===== src/msg_pkg.sv =====
// shared widths, reset values and codes of the motor speed governor
`default_nettype none

package msg_pkg;

    localparam int SpeedW = 16;
    localparam int DriveW = 16;
    localparam int CountW = 8;
    localparam int MaxW   = 14;
    localparam int GainW  = 15;

    localparam int S_TDATA_W = 16;
    localparam int S_TUSER_W = 2;
    localparam int M_TDATA_W = 48;
    localparam int M_TUSER_W = 3;
    localparam int APB_AW    = 5;
    localparam int APB_DW    = 32;

    localparam logic [SpeedW-1:0] STALL_SPEED_RST  = 16'd5;
    localparam logic [SpeedW-1:0] TARGET_SPEED_RST = 16'd17;
    localparam logic [MaxW-1:0]   MAX_DRIVE_RST    = 14'd8191;
    localparam logic [GainW-1:0]  GAIN_RST         = 15'd100;
    localparam logic [CountW-1:0] GIVE_UP_RST      = 8'd20;
    localparam logic [CountW-1:0] KICK_RST         = 8'd10;

    localparam logic CMD_THROTTLE_WRITE = 1'b0;
    localparam logic CMD_SPEED_READ     = 1'b1;

    typedef enum logic [2:0] {
        OUT_NONE      = 3'd0,
        OUT_STALL     = 3'd1,
        OUT_KICK      = 3'd2,
        OUT_GAVE_UP   = 3'd3,
        OUT_RESTART   = 3'd4,
        OUT_REGULATED = 3'd5,
        OUT_FAIL      = 3'd6
    } outcome_t;

    typedef enum logic [2:0] {
        REG_STALL_SPEED  = 3'd0,
        REG_TARGET_SPEED = 3'd1,
        REG_MAX_DRIVE    = 3'd2,
        REG_GAIN         = 3'd3,
        REG_GIVE_UP      = 3'd4,
        REG_KICK         = 3'd5
    } reg_idx_t;

endpackage

`default_nettype wire


===== src/motor_speed_governor.sv =====
// motor speed governor: throttle, start flag and stall count updated per transfer event
//
// Each transaction on the s_ side is one finished bus transfer (throttle write or
// speed read). The block keeps a signed 16-bit throttle, a started flag and a stall
// count, and for every transaction returns exactly one result on the m_ side: the
// state after the event, the two packed command bytes and an outcome code. One
// transaction is taken per clock while s_tready is high. An accepted transaction is
// held in the input register, which feeds the update logic with its 16x16 low-half
// multiply, which loads the result register. While a result waits downstream the input
// register still takes one more transaction, then s_tready drops until the result leaves.
// The state registers loop back through the update logic, so back-to-back events each
// see the state left by the one before. Registers sit on an APB-style port at byte
// addresses 4*i and should be written only while no event is in flight.
`default_nettype none

module motor_speed_governor (
    input  logic                           aclk,
    input  logic                           aresetn,
    input  logic                           s_tvalid,
    output logic                           s_tready,
    // [15:0] measured_speed
    input  logic [msg_pkg::S_TDATA_W-1:0]  s_tdata,
    // [0] cmd, [1] transfer_ok
    input  logic [msg_pkg::S_TUSER_W-1:0]  s_tuser,
    output logic                           m_tvalid,
    input  logic                           m_tready,
    // [15:0] drive_value, [23:16] drive_high_byte, [31:24] drive_low_byte,
    // [32] running, [40:33] stall_tally, [47:41] zero
    output logic [msg_pkg::M_TDATA_W-1:0]  m_tdata,
    // [2:0] outcome
    output logic [msg_pkg::M_TUSER_W-1:0]  m_tuser,
    input  logic                           psel,
    input  logic                           penable,
    input  logic                           pwrite,
    input  logic [msg_pkg::APB_AW-1:0]     paddr,
    input  logic [msg_pkg::APB_DW-1:0]     pwdata,
    output logic [msg_pkg::APB_DW-1:0]     prdata,
    output logic                           pready
);

    import msg_pkg::*;

    // configuration registers
    logic [SpeedW-1:0] stall_speed_reg;
    logic [SpeedW-1:0] target_speed_reg;
    logic [MaxW-1:0]   max_drive_reg;
    logic [GainW-1:0]  gain_reg;
    logic [CountW-1:0] give_up_reg;
    logic [CountW-1:0] kick_reg;

    // input stage
    logic              in_valid_reg;
    logic              in_cmd_reg;
    logic              in_ok_reg;
    logic [SpeedW-1:0] in_speed_reg;

    // governor state
    logic [DriveW-1:0] drive_reg;
    logic              started_reg;
    logic [CountW-1:0] stall_reg;

    // result stage
    logic                 out_valid_reg;
    logic [M_TDATA_W-1:0] out_data_reg;
    outcome_t             out_outcome_reg;

    logic              cfg_write;
    reg_idx_t          cfg_idx;
    logic              out_load;
    logic              in_load;

    logic [DriveW-1:0] drive_next;
    logic              started_next;
    logic [CountW-1:0] stall_next;
    outcome_t          outcome_next;
    logic [M_TDATA_W-1:0] out_data_next;

    logic [CountW-1:0] stall_inc;
    logic [SpeedW-1:0] speed_err;
    logic [DriveW-1:0] prod;
    logic [DriveW-1:0] drive_sub;
    logic [DriveW-1:0] max_ext;
    logic [DriveW-1:0] drive_clamped;

    // apb port
    assign pready    = 1'b1;
    assign cfg_write = psel && penable && pwrite && pready;
    assign cfg_idx   = reg_idx_t'(paddr[4:2]);

    always_comb begin
        unique case (cfg_idx)
            REG_STALL_SPEED:  prdata = APB_DW'(stall_speed_reg);
            REG_TARGET_SPEED: prdata = APB_DW'(target_speed_reg);
            REG_MAX_DRIVE:    prdata = APB_DW'(max_drive_reg);
            REG_GAIN:         prdata = APB_DW'(gain_reg);
            REG_GIVE_UP:      prdata = APB_DW'(give_up_reg);
            REG_KICK:         prdata = APB_DW'(kick_reg);
            default:          prdata = '0;
        endcase
    end

    always_ff @(posedge aclk) begin
        if (!aresetn) begin
            stall_speed_reg  <= STALL_SPEED_RST;
            target_speed_reg <= TARGET_SPEED_RST;
            max_drive_reg    <= MAX_DRIVE_RST;
            gain_reg         <= GAIN_RST;
            give_up_reg      <= GIVE_UP_RST;
            kick_reg         <= KICK_RST;
        end else if (cfg_write) begin
            unique case (cfg_idx)
                REG_STALL_SPEED:  stall_speed_reg  <= pwdata[SpeedW-1:0];
                REG_TARGET_SPEED: target_speed_reg <= pwdata[SpeedW-1:0];
                REG_MAX_DRIVE:    max_drive_reg    <= pwdata[MaxW-1:0];
                REG_GAIN:         gain_reg         <= pwdata[GainW-1:0];
                REG_GIVE_UP:      give_up_reg      <= pwdata[CountW-1:0];
                REG_KICK:         kick_reg         <= pwdata[CountW-1:0];
                default: ;
            endcase
        end
    end

    // flow control: input register refills while a result waits downstream
    assign out_load = in_valid_reg && (!out_valid_reg || m_tready);
    assign s_tready = !in_valid_reg || out_load;
    assign in_load  = s_tvalid && s_tready;

    // update logic, throttle arithmetic wraps at 16 bits and the stall count at 8 bits
    assign stall_inc = stall_reg + CountW'(1);
    assign speed_err = in_speed_reg - target_speed_reg;
    assign prod      = speed_err * {1'b0, gain_reg};
    assign drive_sub = drive_reg - prod;
    assign max_ext   = {{(DriveW-MaxW){1'b0}}, max_drive_reg};

    // upper clamp first, then lower, so a zero max ends at 1
    always_comb begin
        drive_clamped = drive_sub;
        if ($signed(drive_sub) > $signed(max_ext)) begin
            drive_clamped = max_ext;
        end
        if ($signed(drive_clamped) < $signed(DriveW'(1))) begin
            drive_clamped = DriveW'(1);
        end
    end

    always_comb begin
        drive_next   = drive_reg;
        started_next = started_reg;
        stall_next   = stall_reg;
        outcome_next = OUT_NONE;
        if (!in_ok_reg) begin
            outcome_next = OUT_FAIL;
        end else if (in_cmd_reg == CMD_THROTTLE_WRITE) begin
            if (drive_reg[DriveW-1] || drive_reg == '0) begin
                started_next = 1'b1;
            end
        end else if (started_reg) begin
            if (in_speed_reg < stall_speed_reg && drive_reg != '0) begin
                stall_next = stall_inc;
                if (stall_reg > give_up_reg) begin
                    drive_next   = '0;
                    started_next = 1'b0;
                    stall_next   = '0;
                    outcome_next = OUT_GAVE_UP;
                end else if (stall_inc > kick_reg) begin
                    drive_next   = drive_reg + max_ext;
                    outcome_next = OUT_KICK;
                end else begin
                    outcome_next = OUT_STALL;
                end
            end else if (drive_reg == '0) begin
                drive_next   = DriveW'(1);
                outcome_next = OUT_RESTART;
            end else begin
                drive_next   = drive_clamped;
                outcome_next = OUT_REGULATED;
            end
        end
    end

    assign out_data_next = {7'b0, stall_next, started_next,
                            drive_next[5:0], 2'b00, drive_next[13:6], drive_next};

    always_ff @(posedge aclk) begin
        if (!aresetn) begin
            in_valid_reg  <= 1'b0;
            out_valid_reg <= 1'b0;
            drive_reg     <= '0;
            started_reg   <= 1'b0;
            stall_reg     <= '0;
        end else begin
            if (in_load) begin
                in_valid_reg <= 1'b1;
            end else if (out_load) begin
                in_valid_reg <= 1'b0;
            end
            if (out_load) begin
                out_valid_reg <= 1'b1;
                drive_reg     <= drive_next;
                started_reg   <= started_next;
                stall_reg     <= stall_next;
            end else if (m_tready) begin
                out_valid_reg <= 1'b0;
            end
        end
    end

    always_ff @(posedge aclk) begin
        if (in_load) begin
            in_cmd_reg   <= s_tuser[0];
            in_ok_reg    <= s_tuser[1];
            in_speed_reg <= s_tdata[SpeedW-1:0];
        end
        if (out_load) begin
            out_data_reg    <= out_data_next;
            out_outcome_reg <= outcome_next;
        end
    end

    assign m_tvalid = out_valid_reg;
    assign m_tdata  = out_data_reg;
    assign m_tuser  = out_outcome_reg;

endmodule

`default_nettype wire


===== config.mk =====
export PLATFORM = sky130hd
export DESIGN_NAME = motor_speed_governor
export DESIGN_NICKNAME = d
export VERILOG_FILES = /design/src/msg_pkg.sv /design/src/motor_speed_governor.sv
export SDC_FILE = /design/constraint.sdc
export NUM_CORES = 1
export LEC_CHECK = 0
export ABC_CLOCK_PERIOD_IN_PS = 12300
export BUFFER_PORTS_ARGS = -buffer_cell sky130_fd_sc_hd__buf_4
export CORE_UTILIZATION = 35
export DETAILED_ROUTE_END_ITERATION = 6
export PLACE_DENSITY = 0.56
export SYNTH_ARGS = -nofsm -noshare
export SYNTH_HDL_FRONTEND = slang
export SYNTH_SLANG_ARGS = --single-unit

===== constraint.sdc =====
create_clock -name aclk -period 12.3 [get_ports aclk]
set_input_delay 0.615 -clock aclk [delete_from_list [all_inputs] [get_ports aclk]]
set_output_delay 0.615 -clock aclk [all_outputs]
set_load 0.1 [all_outputs]

==> results of run 1 <==
cell families after synthesis:
group,Yosys count,synth area share
buffers and inverters,336,0.0992
flip-flops,150,0.237
multiplexers,56,0.0447
AND/OR/NAND/NOR,523,0.173
adder cells (fa/ha/maj),227,0.247
other,2,0.000515
AO/OA/AOI/OAI,329,0.153
XOR/XNOR,66,0.0459
layer usage:
layer  part of all wire  vias to the layer above  routed length, um  track usage
li1                   -                     5670                  -            -
met1               0.46                     5667              18600        0.267
met2               0.49                      275              19900        0.343
met3              0.041                       32               1700       0.0191
met4              0.017                        0                693       0.0504
met5                  0                        -                  0            0
worst min path at each step:
stage	endpoint	cells past startpoint	slack, ns
3_5_place_dp	stall_speed_reg[6]	2	0.46
6_report	in_speed_reg[6]	1	0.35
4_1_cts	in_speed_reg[6]	1	0.34
3_3_place_gp	stall_speed_reg[6]	2	0.45
5_1_grt	in_speed_reg[7]	1	0.34
2_1_floorplan	stall_speed_reg[6]	2	0.44
stage by stage:
stage / utilization / hold WS (ns)
floorplan: - / 0.443
global placement: 0.381 / 0.453
detailed placement: 0.381 / 0.461
CTS: 0.395 / 0.338
global route: 0.395 / 0.343
finish: 0.395 / 0.355
power by group:
part           switching, mW  internal, mW
Clock                  0.223         0.302
Combinational           1.54          1.01
Sequential            0.0114         0.522
synth_stat cells (9+ instances only):
cell type    n  area (um2)
nor3_1      14        70.1
nand2_1    246         923
o31ai_1      9        67.6
o21ai_0     52         260
nand3_1     24         120
xor2_1      18         158
o21bai_1     9        67.6
a21o_1      18         135
dfxtp_1    104        2080
mux2i_1     46         460
a21oi_1     62         310
nor2b_1     58         363
and2_1      46         288
o21a_1       9        67.6
buf_4       43         323
nor2_1      63         236
fa_1       101        2020
clkbuf_1    63         236
inv_1      220         826
ha_1       126        1580
a21boi_0    51         383
o21ai_1     16        80.1
edfxtp_1    46        1380
xnor2_1     41         359
a22oi_1      9        67.6
nand2b_1    21         131
o211ai_1    25         188
a211oi_1    12        90.1
worst max-delay path: cells and delay by family, from the launching register on:
kind | cells | cell delay (ns)
adder cells (fa/ha/maj) | 11 | 4.56
AO/OA/AOI/OAI | 13 | 2.97
AND/OR/NAND/NOR | 10 | 1.42
XOR/XNOR | 2 | 0.88
flip-flops | 1 | 0.34
buffers and inverters | 5 | 0.26
area by class of cell:
cell class              instances  area (um2)  area share
flip-flops and latches        150        3460       0.214
diodes                          1        2.50    0.000154
multi-input cells            1227        9780       0.604
repair buffers                118         886      0.0547
inverters                     220         826      0.0510
clock inverters                13         145     0.00896
clock buffers                  19         433      0.0267
well taps                     532         666      0.0411
==> results.py, run 1 <==
metrics = {
    "die": {
        "core_um2": 41000,
        "initial_core_util": 0.356,
        "die_h_um": 206,
        "ios": 148,
        "fp.dieArea_um2": 42500,
        "die_w_um": 206,
        "num_rows": 74,
    },
    "synthesis": {
        "synthFlopType": "dfxtp_1",
        "synth_area_um2": 14600,
        "syn-mean-instance-area_um2": 8.64,
        "ys_seq_elements": 150,
        "synth-async-reset-ratio": 0,
        "synth_cell_types": 82,
        "synth_cells": 1689,
        "yosysWarnings": 0,
        "synth_edf_count": 46,
        "synth.yosys.seq_area_share": 0.237,
    },
    "critical_path": {
        "crit_type": "flop to flop",
        "r2r_slack_ns": 1.59,
        "critPathArrivalTime_ns": 10.89,
        "cp-startpoint": "in_speed_reg[0]",
        "crit_top_cell": "fa_1",
        "startpoint_type": "flop",
        "reg2reg_depth": 41,
        "critPathMaxStageDelay_ns": 0.62,
        "cp-endpoint": "m_tdata[14]",
        "crit_slowest_cell": "xor2_1",
        "cp_max_fo": 16,
        "critPathCaptureType": "flop",
        "r2r-start": "in_speed_reg[0]",
        "required_ns": 12.48,
        "r2r-end": "m_tdata[14]",
    },
    "finish": {
        "final_cell_mix": "246 x nand2_1, 220 x inv_1, 126 x ha_1, 118 x buf_4, 104 x dfxtp_1",
        "drive_gt1_frac": 0.104,
        "n_fill_cell": 4139,
        "area_growth_syn_to_layout_pct": 11.0,
        "final_common_cell": "nand2_1",
        "nNetsFinal": 2023,
        "design_area_um2": 16200,
        "largest_reg_flops": 25,
        "final_cells": 2280,
    },
    "clocking": {
        "cts_tree": "done",
        "clkTransAtPathRegs_ns": 0.07,
        "cts_hold_buf": 0,
        "cts_htree_levels": 4,
        "cts_resized": 0,
        "clk_path_buf_depth": 2,
        "clk_latency_ns": 0.43,
        "cts.sinks": 150,
        "cts-root-buf": "clkbuf_16",
        "cts_setup_buffers": 0,
        "cts_inserted_buffers": 17,
    },
    "drt": {
        "wl_per_cell_um": 18.0,
        "vias": 11644,
        "ant_nets": 0,
        "drc": 0,
        "viasPerCell": 5.11,
        "drt_iter0_drc": 811,
        "first_pass_iters": 6,
        "finalWirelength_mm": 41.0,
    },
    "sta": {
        "post-route-period-util": 0.871,
        "slew_violations": 0,
        "hold_viol_final": 0,
        "skew_ns": 0.0143,
        "max_slew.worst_pin.slew_ns": 1.01,
        "setup_viol": 0,
        "rsz0062_at_grt": "false",
        "setup_slack_ns": 1.59,
        "min_period_ns": 10.71,
        "setup_tns_ns": 0,
        "fmax_mhz": 93.4,
        "max_slew_margin": 0.326,
    },
    "global_routing": {
        "track_usage": 0.200,
        "grt_max_degree": 105,
        "grt_first_pass_wirelength_mm": 65.4,
        "grt_pass1_vias": 11744,
        "grt_overflow": 0,
        "antenna_found_initial": 0,
    },
    "flow_run": {
        "drv_cap": 0,
    },
    "power": {
        "vdd_drop_max_uv": 348,
        "power_mw": 3.61,
        "p_leak_nw": 7.03,
        "power_density_nw_per_um2": 223,
    },
    "placed_design": {
        "placed_area_um2": 15600,
        "dp_slack_ns": 1.57,
        "gp_congestion": 0.869,
        "port_buffers": 103,
        "place_inst": 2247,
        "hpwl_mm": 31.9,
    },
    "run_status": {
        "outcome": "finished, final reports clean",
    },
    "min_path": {
        "worstHoldPathType": "primary input to flop",
        "min-delay-start": "s_tdata[6]",
    },
}
No activity file was read; power rests on OpenSTA's default activity.
==> run 2: changes to the inputs <==
--- a/config.mk
+++ b/config.mk
@@ -10,6 +10,8 @@
 export CORE_UTILIZATION = 35
 export DETAILED_ROUTE_END_ITERATION = 6
 export PLACE_DENSITY = 0.56
+export RECOVER_POWER = 25
+export SKIP_CTS_REPAIR_TIMING = 1
 export SYNTH_ARGS = -nofsm -noshare
 export SYNTH_HDL_FRONTEND = slang
 export SYNTH_SLANG_ARGS = --single-unit
==> results.py, run 2 (synthesis gave the netlist of run 1 again) <==
metrics = {
    "finish": {
        "largest_reg_flops": 25,
        "nNetsFinal": 2023,
        "final_common_cell": "nand2_1",
        "area_growth_syn_to_layout_pct": 10.5,
        "final_cells": 2280,
        "drive_gt1_frac": 0.0922,
        "n_fill_cell": 4149,
        "final_cell_mix": "246 x nand2_1, 220 x inv_1, 126 x ha_1, 104 x dfxtp_1, 101 x fa_1",
    },
    "power": {
        "p_comb_frac": 0.708,
        "power_density_nw_per_um2": 224,
        "clockPowerShare": 0.145,
        "switching_share": 0.493,
        "p_sw_mw": 1.78,
        "p_leak_nw": 6.95,
        "seqPwrFrac": 0.147,
        "internal-power_mw": 1.83,
        "vdd_drop_max_uv": 349,
    },
    "drt": {
        "vias": 11600,
        "ant_nets": 0,
        "drc": 0,
        "viasPerCell": 5.09,
        "wl_per_cell_um": 17.9,
        "drt_iter0_drc": 666,
        "first_pass_iters": 7,
        "finalWirelength_mm": 40.9,
    },
    "critical_path": {
        "crit_slowest_cell": "xor2_1",
        "cp_max_fo": 16,
        "required_ns": 12.48,
        "critPathMaxStageDelay_ns": 0.62,
        "r2r-start": "in_speed_reg[0]",
        "r2r_slack_ns": 1.61,
        "critPathArrivalTime_ns": 10.87,
        "crit_type": "flop to flop",
        "startpoint_type": "flop",
        "crit_top_cell": "fa_1",
        "reg2reg_depth": 41,
        "critPathCaptureType": "flop",
        "r2r-end": "m_tdata[14]",
    },
    "sta": {
        "post-route-period-util": 0.869,
        "setup_tns_ns": 0,
        "slew_violations": 105,
        "max_slew.worst_pin.slew_ns": 4.09,
        "rsz0062_at_grt": "false",
        "hold_viol_final": 0,
        "max_slew_margin": -1.73,
        "fmax_mhz": 93.6,
        "skew_ns": 0.0144,
        "setup_viol": 0,
        "min_period_ns": 10.69,
    },
    "clocking": {
        "clkTransAtPathRegs_ns": 0.07,
        "cts-root-buf": "clkbuf_16",
        "cts_tree": "done",
        "cts_htree_levels": 4,
        "cts_inserted_buffers": 17,
        "clk_latency_ns": 0.43,
        "cts.sinks": 150,
        "clk_path_buf_depth": 2,
    },
    "global_routing": {
        "grt_overflow": 0,
        "grt_pass1_vias": 11744,
        "track_usage": 0.200,
        "grt_max_degree": 105,
        "antenna_found_initial": 0,
        "grt_first_pass_wirelength_mm": 65.4,
    },
    "placed_design": {
        "gp_congestion": 0.869,
        "place_inst": 2247,
        "port_buffers": 103,
        "hpwl_mm": 31.9,
    },
    "flow_run": {
        "drv_cap": 1,
    },
    "die": {
        "fp.dieArea_um2": 42500,
        "core_um2": 41000,
        "num_rows": 74,
        "ios": 148,
        "die_w_um": 206,
        "initial_core_util": 0.356,
        "die_h_um": 206,
    },
    "min_path": {
        "min-delay-start": "s_tdata[6]",
        "min_to": "in_speed_reg[6]",
        "worstHoldPathType": "primary input to flop",
        "hold_depth": 1,
    },
    "run_status": {
        "outcome": "complete, but fails checks",
        "violations": "max-capacitance violations, max-slew violations",
    },
}
==> run 2: cell count changes in the layout (fill, tap and decap cells not counted) <==
cell | before | now
buf_4 | 118 | 79
clkbuf_1 | 2 | 23
clkbuf_4 | 0 | 18
==> run 2: critical path, delay by kind of cell, from the launching register on <==
kind                     cells  cell delay [ns]
flip-flops                   1             0.34
AND/OR/NAND/NOR             10             1.41
buffers and inverters        5             0.26
XOR/XNOR                     2             0.89
adder cells (fa/ha/maj)     11             4.56
AO/OA/AOI/OAI               13             2.96
==> run 2: power groups by stage <==
stage / registers, mW / clock network, mW / logic [mW]
CTS: 0.533 / 0.533 / 2.59
global placement: 0.544 / 0 / 2.54
finish: 0.533 / 0.523 / 2.56
global route: 0.534 / 0.550 / 2.80
floorplan: 0.568 / 0 / 2.01
detailed placement: 0.544 / 0 / 2.57
==> run 2: worst max path at each step <==
stage                               start          end  slack, ns  cells after the start
after global routing      in_speed_reg[0]  m_tdata[14]       0.80                     41
after detailed placement  in_speed_reg[0]  m_tdata[14]       1.57                     41
after global placement    in_speed_reg[0]  m_tdata[14]       1.70                     41
final                     in_speed_reg[0]  m_tdata[14]       1.61                     41
after floorplan           in_speed_reg[0]  m_tdata[28]       3.21                     41
after CTS                 in_speed_reg[0]  m_tdata[14]       1.52                     41
==> run 2: through the flow <==
step	total power [mW]	util	hold slack, ns	worst slack [ns]	area [um2]
2_1_floorplan	2.57	-	0.443	3.21	14700
3_3_place_gp	3.08	0.381	0.453	1.70	15600
3_5_place_dp	3.12	0.381	0.461	1.57	15600
4_1_cts	3.65	0.395	0.338	1.52	16200
5_1_grt	3.89	0.393	0.366	0.799	16100
6_report	3.61	0.393	0.376	1.61	16100
==> run 2: cell type report <==
cell class                 count  area [um2]  share of cell area
tap                          532         666              0.0413
antenna                        1        2.50            0.000155
clock buffer                  19         433              0.0268
sequential                   150        3460               0.215
inverter                     220         826              0.0512
timing repair buffer         118         807              0.0501
clock inverter                13         145             0.00900
multi-input combinational   1227        9780               0.607
==> run 2: metal layers <==
| metal | global-route usage | share of wire | up-vias |
|---|---|---|---|
| met4 | 0.0504 | 0.020 | 0 |
| met5 | 0 | 0 | - |
| li1 | - | - | 5667 |
| met1 | 0.267 | 0.46 | 5632 |
| met3 | 0.0191 | 0.039 | 43 |
| met2 | 0.343 | 0.48 | 258 |
